<file path="src/hw/rtl/mjd_bcd_start_time_codec_defines.svh">
// ----------------------------------------------------------------------------
// mjd/bcd start time codec assertion macros
// shared property shapes for the codec's concurrent checks
// ----------------------------------------------------------------------------
`ifndef MJD_BCD_START_TIME_CODEC_DEFINES_SVH
`define MJD_BCD_START_TIME_CODEC_DEFINES_SVH

// condition holds at every clock edge out of reset
`define MBST_ASSERT_HOLDS(lbl, clk, rst_n, cond, msg) \
	lbl: assert property (@(posedge clk) disable iff (!rst_n) (cond)) else $error(msg);

// same-cycle implication
`define MBST_ASSERT_IMPL(lbl, clk, rst_n, ante, cons, msg) \
	lbl: assert property (@(posedge clk) disable iff (!rst_n) (ante) |-> (cons)) \
		else $error(msg);

// next-cycle implication
`define MBST_ASSERT_NEXT(lbl, clk, rst_n, ante, cons, msg) \
	lbl: assert property (@(posedge clk) disable iff (!rst_n) (ante) |=> (cons)) \
		else $error(msg);

`endif

</file>
<file path="src/hw/rtl/mbst_pkg.sv">
// ----------------------------------------------------------------------------
// mbst_pkg
// types, constants and small conversion tables of the start time codec
// ----------------------------------------------------------------------------
package mbst_pkg;

	localparam int NUM_STAGES = 7;
	localparam int OCC_W      = $clog2(NUM_STAGES + 1);

	localparam int YEAR_W  = 11;
	localparam int MONTH_W = 4;
	localparam int DAY_W   = 5;
	localparam int HOUR_W  = 5;
	localparam int MIN_W   = 6;
	localparam int SEC_W   = 6;
	localparam int CODE_W  = 40;
	localparam int MJD_W   = 16;
	localparam int TIME_W  = 24;
	localparam int BYTE_W  = 8;

	localparam int S_TDATA_W = 80;
	localparam int M_TDATA_W = 88;

	typedef logic [NUM_STAGES-1:0] stage_en_t;

	typedef enum logic {
		REQ_ENCODE = 1'b0,
		REQ_DECODE = 1'b1
	} req_type_t;

	typedef struct packed {
		stage_en_t en;
		req_type_t last_req;
	} pipe_ctl_t;

	// encode: julian day offsets, folded with the mjd epoch into one 16-bit bias
	localparam logic [12:0] YEAR_OFS_A = 13'd4800;
	localparam logic [12:0] YEAR_OFS_B = 13'd4900;
	localparam logic [MJD_W-1:0] MJD_BIAS = MJD_W'((32075 + 2400001) % 65536);

	// x / 100 as (x * 5243) >> 19, exact for x below 8192
	localparam logic [12:0] DIV100_K = 13'd5243;

	// decode: century split points on mjd and the matching l+1 offsets
	localparam logic [MJD_W-1:0] MJD_SPLIT_LO = 16'd15079;
	localparam logic [MJD_W-1:0] MJD_SPLIT_HI = 16'd51604;
	localparam logic [MJD_W-1:0] X_OFS_LO     = 16'd21446;
	localparam logic [MJD_W-1:0] X_OFS_MID    = 16'd15078;
	localparam logic [MJD_W-1:0] X_OFS_HI     = 16'd51603;
	localparam logic [YEAR_W-1:0] YBASE_LO    = 11'd1800;
	localparam logic [YEAR_W-1:0] YBASE_MID   = 11'd1900;
	localparam logic [YEAR_W-1:0] YBASE_HI    = 11'd2000;

	// year-in-cycle estimate: floor(4000 * 2^24 / 1461001), off by at most one
	localparam logic [15:0] YCYC_K       = 16'd45933;
	localparam logic [20:0] YCYC_DIVISOR = 21'd1461001;

	// month estimate: floor(80 * 2^16 / 2447), off by at most one
	localparam logic [11:0] MON_K       = 12'd2142;
	localparam logic [11:0] MON_DIVISOR = 12'd2447;

	// binary 0..63 to two bcd digits, tens via (v * 205) >> 11
	function automatic logic [BYTE_W-1:0] bin_to_bcd(input logic [5:0] v);
		logic [13:0] prod;
		logic [2:0]  q;
		logic [5:0]  qx10;
		logic [5:0]  r;
		prod = 14'(v) * 14'd205;
		q    = prod[13:11];
		qx10 = {q, 3'b000} + {2'b00, q, 1'b0};
		r    = v - qx10;
		return {1'b0, q, r[3:0]};
	endfunction

	// two nibbles to high * 10 + low, no digit check
	function automatic logic [BYTE_W-1:0] bcd_to_bin(input logic [BYTE_W-1:0] b);
		return {1'b0, b[7:4], 3'b000} + {3'b000, b[7:4], 1'b0} + {4'b0000, b[3:0]};
	endfunction

	// floor(367 * (m - 2 - 12a) / 12), a = -1 for months up to february
	function automatic logic [8:0] month_term(input logic [MONTH_W-1:0] m);
		logic [8:0] t;
		case (m)
			4'd0:    t = 9'd305;
			4'd1:    t = 9'd336;
			4'd2:    t = 9'd367;
			4'd3:    t = 9'd30;
			4'd4:    t = 9'd61;
			4'd5:    t = 9'd91;
			4'd6:    t = 9'd122;
			4'd7:    t = 9'd152;
			4'd8:    t = 9'd183;
			4'd9:    t = 9'd214;
			4'd10:   t = 9'd244;
			4'd11:   t = 9'd275;
			4'd12:   t = 9'd305;
			4'd13:   t = 9'd336;
			4'd14:   t = 9'd367;
			default: t = 9'd397;
		endcase
		return t;
	endfunction

	// floor(2447 * j / 80)
	function automatic logic [8:0] day_offset(input logic [3:0] j);
		logic [8:0] t;
		case (j)
			4'd0:    t = 9'd0;
			4'd1:    t = 9'd30;
			4'd2:    t = 9'd61;
			4'd3:    t = 9'd91;
			4'd4:    t = 9'd122;
			4'd5:    t = 9'd152;
			4'd6:    t = 9'd183;
			4'd7:    t = 9'd214;
			4'd8:    t = 9'd244;
			4'd9:    t = 9'd275;
			4'd10:   t = 9'd305;
			4'd11:   t = 9'd336;
			4'd12:   t = 9'd367;
			4'd13:   t = 9'd397;
			4'd14:   t = 9'd428;
			default: t = 9'd458;
		endcase
		return t;
	endfunction

endpackage

</file>
<file path="src/hw/rtl/mbst_ctl.sv">
// ----------------------------------------------------------------------------
// mbst_ctl
// stage valid bits, per-stage load enables and beat occupancy
// ----------------------------------------------------------------------------
`include "mjd_bcd_start_time_codec_defines.svh"

module mbst_ctl
	import mbst_pkg::*;
(
	input  logic      clk,
	input  logic      arst_n,
	input  logic      s_tvalid,
	output logic      s_tready,
	input  logic      s_tuser,
	output logic      m_tvalid,
	input  logic      m_tready,
	output pipe_ctl_t ctl
);

	logic [NUM_STAGES-1:0] vld_q;
	logic [NUM_STAGES-1:0] typ_q;
	logic [OCC_W-1:0]      occ_q;
	stage_en_t             en;

	// a stage loads when it is empty or the stage after it moves
	always_comb begin
		en[NUM_STAGES-1] = !vld_q[NUM_STAGES-1] || m_tready;
		for (int k = NUM_STAGES - 2; k >= 0; k--) begin
			en[k] = !vld_q[k] || en[k+1];
		end
	end

	assign s_tready     = en[0];
	assign m_tvalid     = vld_q[NUM_STAGES-1];
	assign ctl.en       = en;
	assign ctl.last_req = req_type_t'(typ_q[NUM_STAGES-1]);

	always_ff @(posedge clk or negedge arst_n) begin
		if (!arst_n) begin
			vld_q <= '0;
			typ_q <= '0;
			occ_q <= '0;
		end else begin
			vld_q <= (en & {vld_q[NUM_STAGES-2:0], s_tvalid}) | (~en & vld_q);
			typ_q <= (en & {typ_q[NUM_STAGES-2:0], s_tuser}) | (~en & typ_q);
			occ_q <= occ_q + OCC_W'(s_tvalid && s_tready) - OCC_W'(m_tvalid && m_tready);
		end
	end

	`MBST_ASSERT_HOLDS(a_occ_match, clk, arst_n, occ_q == OCC_W'($countones(vld_q)), "beat count and stage valids disagree")
	`MBST_ASSERT_HOLDS(a_ready_rule, clk, arst_n, s_tready == !((occ_q == OCC_W'(NUM_STAGES)) && !m_tready), "ready low while pipeline has room")
	`MBST_ASSERT_NEXT(a_first_stage, clk, arst_n, s_tvalid && s_tready, vld_q[0], "accepted beat missing from first stage")

endmodule

</file>
<file path="src/hw/rtl/mbst_enc.sv">
// ----------------------------------------------------------------------------
// mbst_enc
// gregorian date and binary time to the 40-bit mjd/bcd code
// ----------------------------------------------------------------------------
module mbst_enc
	import mbst_pkg::*;
(
	input  logic               clk,
	input  stage_en_t          en,
	input  logic [YEAR_W-1:0]  year,
	input  logic [MONTH_W-1:0] month,
	input  logic [DAY_W-1:0]   day,
	input  logic [HOUR_W-1:0]  hour,
	input  logic [MIN_W-1:0]   minute,
	input  logic [SEC_W-1:0]   second,
	output logic [CODE_W-1:0]  code
);

	logic              early;
	logic [12:0]       v_s1, w_s1;
	logic [8:0]        t2_s1, t2_s2;
	logic [DAY_W-1:0]  day_s1, day_s2;
	logic [TIME_W-1:0] tm_s1, tm_s2;
	logic [23:0]       p1_s2;
	logic [25:0]       w_prod;
	logic [6:0]        q100_s2;
	logic [8:0]        t3_prod;
	logic [MJD_W-1:0]  mjd;
	logic [CODE_W-1:0] code_s3, code_s4, code_s5, code_s6, code_s7;

	// january and february count as months of the previous year
	assign early = (month <= 4'd2);

	always_ff @(posedge clk) begin
		if (en[0]) begin
			v_s1   <= 13'(year) + YEAR_OFS_A - 13'(early);
			w_s1   <= 13'(year) + YEAR_OFS_B - 13'(early);
			t2_s1  <= month_term(month);
			day_s1 <= day;
			tm_s1  <= {bin_to_bcd(6'(hour)), bin_to_bcd(minute), bin_to_bcd(second)};
		end
	end

	assign w_prod = 26'(w_s1) * 26'(DIV100_K);

	always_ff @(posedge clk) begin
		if (en[1]) begin
			p1_s2   <= 24'(v_s1) * 24'd1461;
			q100_s2 <= w_prod[25:19];
			t2_s2   <= t2_s1;
			day_s2  <= day_s1;
			tm_s2   <= tm_s1;
		end
	end

	// only the low 16 bits of the julian day survive, so sum modulo 2^16
	assign t3_prod = 9'(q100_s2) * 9'd3;
	assign mjd = 16'(day_s2) + p1_s2[17:2] + 16'(t2_s2) - 16'(t3_prod[8:2]) - MJD_BIAS;

	always_ff @(posedge clk) begin
		if (en[2]) code_s3 <= {mjd, tm_s2};
		if (en[3]) code_s4 <= code_s3;
		if (en[4]) code_s5 <= code_s4;
		if (en[5]) code_s6 <= code_s5;
		if (en[6]) code_s7 <= code_s6;
	end

	assign code = code_s7;

endmodule

</file>
<file path="src/hw/rtl/mbst_dec.sv">
// ----------------------------------------------------------------------------
// mbst_dec
// 40-bit mjd/bcd code to gregorian date and binary time
// ----------------------------------------------------------------------------
module mbst_dec
	import mbst_pkg::*;
(
	input  logic               clk,
	input  stage_en_t          en,
	input  logic [CODE_W-1:0]  code,
	output logic [YEAR_W-1:0]  year,
	output logic [MONTH_W-1:0] month,
	output logic [DAY_W-1:0]   day,
	output logic [BYTE_W-1:0]  hour,
	output logic [BYTE_W-1:0]  minute,
	output logic [BYTE_W-1:0]  second
);

	logic [MJD_W-1:0]  mjd;
	logic [MJD_W-1:0]  x_nxt;
	logic [YEAR_W-1:0] ybase_nxt;

	logic [MJD_W-1:0]  x_s1, x_s2, x_s3;
	logic [YEAR_W-1:0] ybase_s1, ybase_s2, ybase_s3, ybase_s4, ybase_s5, ybase_s6, ybase_s7;
	logic [TIME_W-1:0] tm_s1, tm_s2, tm_s3, tm_s4, tm_s5, tm_s6, tm_s7;
	logic [31:0]       ycyc_prod;
	logic [6:0]        est_s2;
	logic [27:0]       x4k_s2;
	logic [27:0]       ycyc_lim;
	logic [6:0]        i_s3, i_s4, i_s5, i_s6;
	logic [17:0]       i_prod;
	logic [16:0]       l3_full;
	logic [8:0]        l3_s4, l3_s5, l3_s6;
	logic [19:0]       mon_prod;
	logic [3:0]        estj_s5;
	logic [15:0]       l3x80, jlim;
	logic [3:0]        j_s6;
	logic              wrap;
	logic [8:0]        day_full;
	logic [MONTH_W-1:0] month_s7;
	logic [DAY_W-1:0]  day_s7;

	// stage 1: pick the century base, l + 1 relative to it
	assign mjd = code[39:24];

	always_comb begin
		if (mjd >= MJD_SPLIT_HI) begin
			x_nxt     = mjd - X_OFS_HI;
			ybase_nxt = YBASE_HI;
		end else if (mjd >= MJD_SPLIT_LO) begin
			x_nxt     = mjd - X_OFS_MID;
			ybase_nxt = YBASE_MID;
		end else begin
			x_nxt     = mjd + X_OFS_LO;
			ybase_nxt = YBASE_LO;
		end
	end

	always_ff @(posedge clk) begin
		if (en[0]) begin
			x_s1     <= x_nxt;
			ybase_s1 <= ybase_nxt;
			tm_s1    <= {bcd_to_bin(code[23:16]), bcd_to_bin(code[15:8]), bcd_to_bin(code[7:0])};
		end
	end

	// stage 2: year estimate by reciprocal, plus the exact numerator
	assign ycyc_prod = 32'(x_s1) * 32'(YCYC_K);

	always_ff @(posedge clk) begin
		if (en[1]) begin
			est_s2   <= ycyc_prod[30:24];
			x4k_s2   <= 28'(x_s1) * 28'd4000;
			x_s2     <= x_s1;
			ybase_s2 <= ybase_s1;
			tm_s2    <= tm_s1;
		end
	end

	// stage 3: bump the estimate when the next multiple still fits
	assign ycyc_lim = 28'(8'(est_s2) + 8'd1) * 28'(YCYC_DIVISOR);

	always_ff @(posedge clk) begin
		if (en[2]) begin
			i_s3     <= est_s2 + 7'(x4k_s2 >= ycyc_lim);
			x_s3     <= x_s2;
			ybase_s3 <= ybase_s2;
			tm_s3    <= tm_s2;
		end
	end

	// stage 4: day within the march-based year, offset by 31
	assign i_prod  = 18'(i_s3) * 18'd1461;
	assign l3_full = 17'(x_s3) + 17'd30 - 17'(i_prod[17:2]);

	always_ff @(posedge clk) begin
		if (en[3]) begin
			l3_s4    <= l3_full[8:0];
			i_s4     <= i_s3;
			ybase_s4 <= ybase_s3;
			tm_s4    <= tm_s3;
		end
	end

	// stage 5: month estimate
	assign mon_prod = 20'(l3_s4) * 20'(MON_K);

	always_ff @(posedge clk) begin
		if (en[4]) begin
			estj_s5  <= mon_prod[19:16];
			l3_s5    <= l3_s4;
			i_s5     <= i_s4;
			ybase_s5 <= ybase_s4;
			tm_s5    <= tm_s4;
		end
	end

	// stage 6: correct the month estimate
	assign l3x80 = 16'(l3_s5) * 16'd80;
	assign jlim  = 16'(5'(estj_s5) + 5'd1) * 16'(MON_DIVISOR);

	always_ff @(posedge clk) begin
		if (en[5]) begin
			j_s6     <= estj_s5 + 4'(l3x80 >= jlim);
			l3_s6    <= l3_s5;
			i_s6     <= i_s5;
			ybase_s6 <= ybase_s5;
			tm_s6    <= tm_s5;
		end
	end

	// stage 7: january and february roll into the next year
	assign wrap     = (j_s6 >= 4'd11);
	assign day_full = l3_s6 - day_offset(j_s6);

	always_ff @(posedge clk) begin
		if (en[6]) begin
			month_s7 <= wrap ? (j_s6 - 4'd10) : (j_s6 + 4'd2);
			day_s7   <= day_full[DAY_W-1:0];
			ybase_s7 <= ybase_s6 + 11'(i_s6) + 11'(wrap);
			tm_s7    <= tm_s6;
		end
	end

	assign year   = ybase_s7;
	assign month  = month_s7;
	assign day    = day_s7;
	assign hour   = tm_s7[23:16];
	assign minute = tm_s7[15:8];
	assign second = tm_s7[7:0];

endmodule

</file>
<file path="src/hw/rtl/mjd_bcd_start_time_codec.sv">
// ----------------------------------------------------------------------------
// mjd_bcd_start_time_codec
// service-information start time codec: date/time <-> 16-bit mjd + bcd time
// ----------------------------------------------------------------------------
// usage
//   s_* carries request beats: s_tuser selects encode (date and binary time
//   to a 40-bit code) or decode (40-bit code to date and binary time).
//   m_* carries one result beat per request, in request order; fields that
//   the selected direction does not produce are zero.
// pipeline
//   seven register stages; a result beat is presented from the last of them.
//   one beat per cycle is accepted and delivered while m_tready is high;
//   the deepest stages are the year-in-cycle estimate and its correction,
//   a constant multiply each, the correction followed by a compare.
// reset
//   arst_n clears every stage valid bit; no result is pending afterwards.
// back-pressure
//   when m_tready is low the last stage holds its beat, upstream stages keep
//   loading into empty slots, and s_tready drops only once all seven stages
//   hold beats.
// ----------------------------------------------------------------------------
`include "mjd_bcd_start_time_codec_defines.svh"

module mjd_bcd_start_time_codec
	import mbst_pkg::*;
(
	input  logic                 clk,
	input  logic                 arst_n,
	input  logic                 s_tvalid,
	output logic                 s_tready,
	// year[10:0] month[14:11] day[19:15] hour[24:20] minute[30:25]
	// second[36:31] code[76:37], zero above
	input  logic [S_TDATA_W-1:0] s_tdata,
	// req_type[0]
	input  logic                 s_tuser,
	output logic                 m_tvalid,
	input  logic                 m_tready,
	// code[39:0] year[50:40] month[54:51] day[59:55] hour[67:60]
	// minute[75:68] second[83:76], zero above
	output logic [M_TDATA_W-1:0] m_tdata
);

	// request fields
	logic [YEAR_W-1:0]  in_year;
	logic [MONTH_W-1:0] in_month;
	logic [DAY_W-1:0]   in_day;
	logic [HOUR_W-1:0]  in_hour;
	logic [MIN_W-1:0]   in_minute;
	logic [SEC_W-1:0]   in_second;
	logic [CODE_W-1:0]  in_code;

	assign in_year   = s_tdata[10:0];
	assign in_month  = s_tdata[14:11];
	assign in_day    = s_tdata[19:15];
	assign in_hour   = s_tdata[24:20];
	assign in_minute = s_tdata[30:25];
	assign in_second = s_tdata[36:31];
	assign in_code   = s_tdata[76:37];

	pipe_ctl_t ctl;

	// handshake, stage valids and the direction bit travel here
	mbst_ctl u_ctl (
		.clk      (clk),
		.arst_n   (arst_n),
		.s_tvalid (s_tvalid),
		.s_tready (s_tready),
		.s_tuser  (s_tuser),
		.m_tvalid (m_tvalid),
		.m_tready (m_tready),
		.ctl      (ctl)
	);

	logic [CODE_W-1:0] enc_code;

	// encode path computes on every beat; its result is dropped for decode
	mbst_enc u_enc (
		.clk    (clk),
		.en     (ctl.en),
		.year   (in_year),
		.month  (in_month),
		.day    (in_day),
		.hour   (in_hour),
		.minute (in_minute),
		.second (in_second),
		.code   (enc_code)
	);

	logic [YEAR_W-1:0]  dec_year;
	logic [MONTH_W-1:0] dec_month;
	logic [DAY_W-1:0]   dec_day;
	logic [BYTE_W-1:0]  dec_hour, dec_minute, dec_second;

	// decode path, same stage enables
	mbst_dec u_dec (
		.clk    (clk),
		.en     (ctl.en),
		.code   (in_code),
		.year   (dec_year),
		.month  (dec_month),
		.day    (dec_day),
		.hour   (dec_hour),
		.minute (dec_minute),
		.second (dec_second)
	);

	// result beat: unused direction's fields forced to zero
	logic is_dec;

	assign is_dec = (ctl.last_req == REQ_DECODE);

	assign m_tdata = {
		4'b0000,
		is_dec ? dec_second : {BYTE_W{1'b0}},
		is_dec ? dec_minute : {BYTE_W{1'b0}},
		is_dec ? dec_hour   : {BYTE_W{1'b0}},
		is_dec ? dec_day    : {DAY_W{1'b0}},
		is_dec ? dec_month  : {MONTH_W{1'b0}},
		is_dec ? dec_year   : {YEAR_W{1'b0}},
		is_dec ? {CODE_W{1'b0}} : enc_code
	};

	`MBST_ASSERT_IMPL(a_dec_date, clk, arst_n, m_tvalid && is_dec, dec_month >= 4'd1 && dec_month <= 4'd12 && dec_day >= 5'd1 && dec_day <= 5'd31, "decoded month or day out of range")
	`MBST_ASSERT_IMPL(a_dec_year, clk, arst_n, m_tvalid && is_dec, dec_year >= 11'd1858 && dec_year <= 11'd2038, "decoded year out of mjd span")
	`MBST_ASSERT_IMPL(a_enc_bcd, clk, arst_n, m_tvalid && !is_dec, enc_code[3:0] <= 4'd9 && enc_code[11:8] <= 4'd9 && enc_code[19:16] <= 4'd9, "encoded time digit above nine")

endmodule
</file>
<file path="config.mk">
export PLATFORM = sky130hd
export DESIGN_NAME = mjd_bcd_start_time_codec
export DESIGN_NICKNAME = d
export VERILOG_FILES = /design/src/hw/rtl/mbst_pkg.sv /design/src/hw/rtl/mbst_ctl.sv /design/src/hw/rtl/mbst_enc.sv /design/src/hw/rtl/mbst_dec.sv /design/src/hw/rtl/mjd_bcd_start_time_codec.sv
export VERILOG_INCLUDE_DIRS = /design/src /design/src/hw/rtl
export SDC_FILE = /design/constraint.sdc
export NUM_CORES = 2
export LEC_CHECK = 0
export ABC_AREA = 1
export BUFFER_PORTS_ARGS = -buffer_cell sky130_fd_sc_hd__buf_2
export CAP_MARGIN = 25
export CORE_UTILIZATION = 58
export CTS_CLUSTER_DIAMETER = 30
export DETAILED_ROUTE_END_ITERATION = 8
export PLACE_DENSITY = 0.75
export SYNTH_ARGS = -nofsm -noshare
export SYNTH_HDL_FRONTEND = slang
export SYNTH_SLANG_ARGS = --single-unit
</file>
<file path="constraint.sdc">
create_clock -name clk -period 17.3 [get_ports clk]
set_input_delay 3.46 -clock clk [delete_from_list [all_inputs] [get_ports clk]]
set_output_delay 3.46 -clock clk [all_outputs]
set_load 0.03 [all_outputs]
</file>
**Yosys cells after proc, flatten, opt, wreduce, memory -nomap -nowiden**

Memories as Yosys holds them, arrays and structs flattened. A register that Yosys moved wholly into a read port is not among the register bits.
Index checks and enable logic that the tools add are counted.

- Register bits after elaboration: 681
- Memory bits (read-only): 288
- Bits of input ports: 85
- Output and inout port bits: 90
- Logic and storage cells: 134
- Memories: 2

Memories:

| name | words | bits a word | read ports | clocked after Yosys merged registers in | wr ports | line | text |
|---|---|---|---|---|---|---|---|
| (name not given) | 16 | 9 | 1 | 1 | 0 | mbst_pkg.sv:107 | `case (j)` |
| (name not given) | 16 | 9 | 1 | 1 | 0 | mbst_pkg.sv:83 | `case (m)` |

- $add $sub $neg: 34
- $mul: 13
- $lt $le $gt $ge: 6
- Multiplexer cells: 12
- Bitwise gates (word level): 7
- Reductions and logical operators: 14

Operator list:

| cell | count |
|---|---|
| $mux 40 | 1 |
| $mux 16 | 2 |
| $mul 16x16->31 const B | 1 |
| $and 7x7->7 | 4 |
| $ge 28x28->1 | 1 |
| $mul 28x21->28 const B | 1 |
| $mul 6x8->14 const B | 2 |
| $add 11x13->13 const B | 2 |
| $mul 13x13->26 const B | 1 |
| $sub 13x1->13 | 2 |
| $add 7x5->8 | 3 |
| $add 8x4->8 | 3 |
| $mux 8 | 3 |
| $mul 16x7->23 const B | 1 |
| $mul 9x11->19 const B | 1 |
| $mul 13x11->18 const B | 1 |
| $add 16x15->16 const B | 1 |
| $add 16x9->16 | 1 |
| $add 5x16->16 | 1 |
| $ge 16x14->1 const B | 1 |
| $ge 16x16->1 | 1 |
| $ge 16x16->1 const B | 1 |
| $mul 16x12->16 const B | 1 |
| $sub 16x13->16 const B | 1 |
| 31 further kinds | 49 |

**Longest topological paths before layout**

- Word-level depth: 11
- Mapped depth: 37
- Depth with buffers taken out: 36

**Cells and area by module**

Synthesis repeated with hierarchy kept, for this count alone.

- Cells, all modules: 4532
- Area, all modules: 48138.7 um^2

Modules (own cells, without submodules):

| module | instances | cells an instance | area an instance (um^2) | seq. area each (um^2) |
|---|---|---|---|---|
| mbst_dec | 1 | 2667 | 27699.1 | 10099.7 |
| mbst_enc | 1 | 1625 | 19143.4 | 8798.4 |
| mjd_bcd_start_time_codec | 1 | 182 | 716.9 | 0.0 |
| mbst_ctl | 1 | 58 | 579.3 | 350.3 |

**Worst setup path before layout**

Ideal clock, no wire load.

- Path type: in2out
- Start point: input port m_tready
- End point: output port s_tready
- Arrival time: 7.773 ns
- Data required time: 13.840 ns
- Path slack: 6.067 ns
- Stages on the path: 8
- Buffers on the path: 0
- Cell sequence: nor2_4 -> nand2_4 -> nor2_2 -> inv_2 -> nor2_4 -> nand2_2 -> nor2_4 -> nand2_2

- Word-level cells in the longest chain between the ends: 7

Ends and longest elaborated chain:

| element | line | text |
|---|---|---|
| start: declaration | mjd_bcd_start_time_codec.sv:37 | `input logic m_tready,` |
| $logic_or 1x1->1 | mbst_ctl.sv:27 | `en[NUM_STAGES-1] = !vld_q[NUM_STAGES-1] \|\| m_tready;` |
| $logic_or 1x1->1 (6 in a row) | mbst_ctl.sv:29 | `en[k] = !vld_q[k] \|\| en[k+1];` |
| end: declaration | mjd_bcd_start_time_codec.sv:30 | `output logic s_tready,` |

No other way between the ends.

**Final worst setup path**

Same ends and word-level chain as after synthesis.

==> flow_summary_export.csv <==
group,metric,value,unit
status,outcome,"finished clean",
route,drtAntennaViolNets,0,
setup_path,cp.required,13.84,ns
timing,timing.final.crit_period,8.793,ns
timing,finalClockSkew,0.07564,ns
synthesis,ys_top_cells_by_area,"edfxtp_1 (39%), ha_1 (19%), fa_1 (14%), inv_1 (7.1%), nand2_1 (4.8%)",
synthesis,ys_types,56,
clock_tree,cts_resized,0,
route,drt-initial-drc-count,1579,
timing,hold_violations,0,
synthesis,synth.avg_cell_area,10.76,um2
floorplanning,io_pins,175,
route,vias,30810,
timing,layout_setup_ws,8.507,ns
grt,grt_start_max_net_pins,84,
route,drt_wl_total,93570,um
synthesis,synthTopCellsByCount,"inv_1 (904), ha_1 (725), edfxtp_1 (626)",
timing,worst_slew_pin_slew,1.023,ns
cells_and_area,area_delta_synth_final,11.62,%
timing,min_period_over_period,50.83,%
setup_path,reg2reg_slack,10.69,ns
synthesis,synthCells,4453,
clock_tree,clock_latency,0.68,ns
clock_tree,cts_buffers,96,
timing,rsz0062_at_grt,"no",
setup_path,worst_setup_path_start_kind,"primary input",
clock_tree,cts_hold_buf,0,
synthesis,synth_flop_cell,"edfxtp_1",
synthesis,synth.top_cell.area_share,39.25,%
synthesis,synth-seq-cells,645,
cells_and_area,drive_above_1_share,8.128,%
clock_tree,cts-root-buf,"clkbuf_16",
route,routedWlPerCell,15.96,um
route,avgViaCountPerCell,5.255,
placed_design,numPortBuffers,163,
setup_path,crit_arrival,5.33,ns
cells_and_area,seqCellArea,0.01925,mm2
timing,slew_headroom,31.83,%
route,firstDrtPassIters,5,
flow_run,cap_violations,0,
floorplanning,die_h,289.4,um
floorplanning,die_x,289.4,um
timing,slew_viol_final,0,
setup_path,worstPathMaxFanout,41,
hold_path,min_delay_path_depth,0,
clock_tree,clkTransAtPathRegs,0.06,ns
grt,grtUsageTotal,22.56,%
hold_path,hp-class,"register to register",
synthesis,yosysTopAreaCell,"edfxtp_1",
clock_tree,cts_tree,"yes",
grt,grt_pass1_wl,150300,um
clock_tree,postCtsSetupRepairBufs,0,
placed_design,place_hpwl,72740,um
cells_and_area,fillers,6164,
hold_path,whs_endpoint,"u_enc.code_s5[8]",
timing,finalSetupTns,0,ns
synthesis,synth_edf_count,626,
synthesis,netlist_area,0.04789,mm2
cells_and_area,finalNetCount,5853,
synthesis,synth_most_common_cell,"inv_1",
placed_design,place_ws,8.546,ns
clock_tree,cts_sinks,645,
grt,grt_overflow,0,
floorplanning,core_area,0.08185,mm2
floorplanning,rows,105,
synthesis,ys_async_sr_fraction,2.171,%
grt,antenna_found_initial,8,
floorplanning,start_util,58.52,%
synthesis,ys.warnings.count,0,
clock_tree,cts_max_level,3,
setup_path,reg2reg_from,"u_dec.est_s2[0]",
setup_path,r2r_cells,26,
setup_path,r2r-end,"u_dec.i_s3[4]",
route,route.detailed.drc,0,
grt,first_global_vias,30905,
cells_and_area,multi_input_area,0.02509,mm2
setup_path,end_kind,"output port",
timing,fmax,0.1137,GHz
clock_tree,cts_buffer_depth,3,
hold_path,hold_start,"u_enc.code_s4[8]",
synthesis,yosysSeqAreaShare,40.19,%
timing,setup_viol,0,
placed_design,gp_congestion,0.9445,
floorplanning,die_area,0.08373,mm2
setup_path,criticalPathCategory,"primary input to output port",
[how the worst max path moves through the flow]
stage / from / to / slack, ns / cells past startpoint
after floorplan: m_tready / s_tready / 6.07 / 8
after global placement: m_tready / s_tready / 8.57 / 10
after detailed placement: m_tready / s_tready / 8.55 / 10
after CTS: m_tready / s_tready / 8.46 / 10
after global routing: m_tready / s_tready / 8.34 / 10
final: m_tready / s_tready / 8.51 / 10
[registers in the layout, summed over array words and instances (netlist names), 36 cells and up, named ones only]
register / flops
u_enc.code_s6: 36
u_enc.code: 36
u_enc.code_s5: 36
u_enc.code_s3: 36
u_enc.code_s4: 36
[critical path, stage by stage]
cell      delay, ns
buf_2          0.11
nor2_4         0.17
nand2_4        0.15
nor2_2         0.16
clkinv_2       0.09
nor2_4         0.16
nand2_4        0.08
nor2_4         0.19
nand2_4        0.40
buf_2          0.34
[area by class of cell]
type | instances | area share (%)
multi-input combinational | 2875 | 46.94
inverter | 911 | 6.408
tap | 1070 | 2.504
clock buffer | 102 | 4.576
sequential | 645 | 36.01
antenna | 7 | 0.03277
clock inverter | 79 | 1.741
timing repair buffer | 174 | 1.793
[metrics by stage]
step / util (%) / std cells / hold slack [ns] / area (um2)
after floorplan: - / 4460 / 0.4003 / 47920
after global placement: 61.07 / 5672 / 0.4001 / 49980
after detailed placement: 61.10 / 5673 / 0.4045 / 50010
after CTS: 65.23 / 5854 / 0.3665 / 53390
after global routing: 65.32 / 5863 / 0.3790 / 53460
final: 65.32 / 5863 / 0.3770 / 53460
[placed cells by master (no fill, tap or decap), types with 8 or more instances in the layout]
master / instances
buf_4: 8
a31oi_1: 12
conb_1: 8
o21ai_0: 118
buf_2: 163
inv_6: 16
clkinv_1: 11
a21o_1: 19
ha_1: 725
a21oi_1: 226
inv_1: 901
dfrtp_1: 13
clkinv_4: 12
xnor2_1: 72
nand3b_1: 9
nand2_1: 611
edfxtp_1: 626
o21ai_1: 9
nor4_1: 8
nor3_1: 36
o21bai_1: 17
nand4_1: 43
clkbuf_16: 97
nor2_1: 246
bufinv_16: 9
fa_1: 340
or2_2: 14
clkinv_2: 11
nand3_1: 153
xor2_1: 132
o21a_1: 9
clkinvlp_4: 10
[per-layer routing]
layer / track usage [%] / share of wire, %
met5: 0 / 0.014
met4: 6.987 / 2.9
met3: 2.976 / 4.3
met2: 39.07 / 49
met1: 29.45 / 44
[kinds of logic (layout without fill, tap and decap cells)]
logic type	after synthesis	count (layout)	share of synthesized area (%)
DFF	645	645	40.19
AOI/OAI and AO/OA	445	445	5.165
and+or+nand+nor	1150	1150	10.16
other	1	15	0.007830
adders and majority gates	1065	1065	33.15
xor gates and xnor gates	207	207	3.832
buffers and inverters	940	1266	7.495
Power is left out: the tool's default activity adds up to more than one toggle a clock period on the data nets, which glitch-free logic cannot reach.
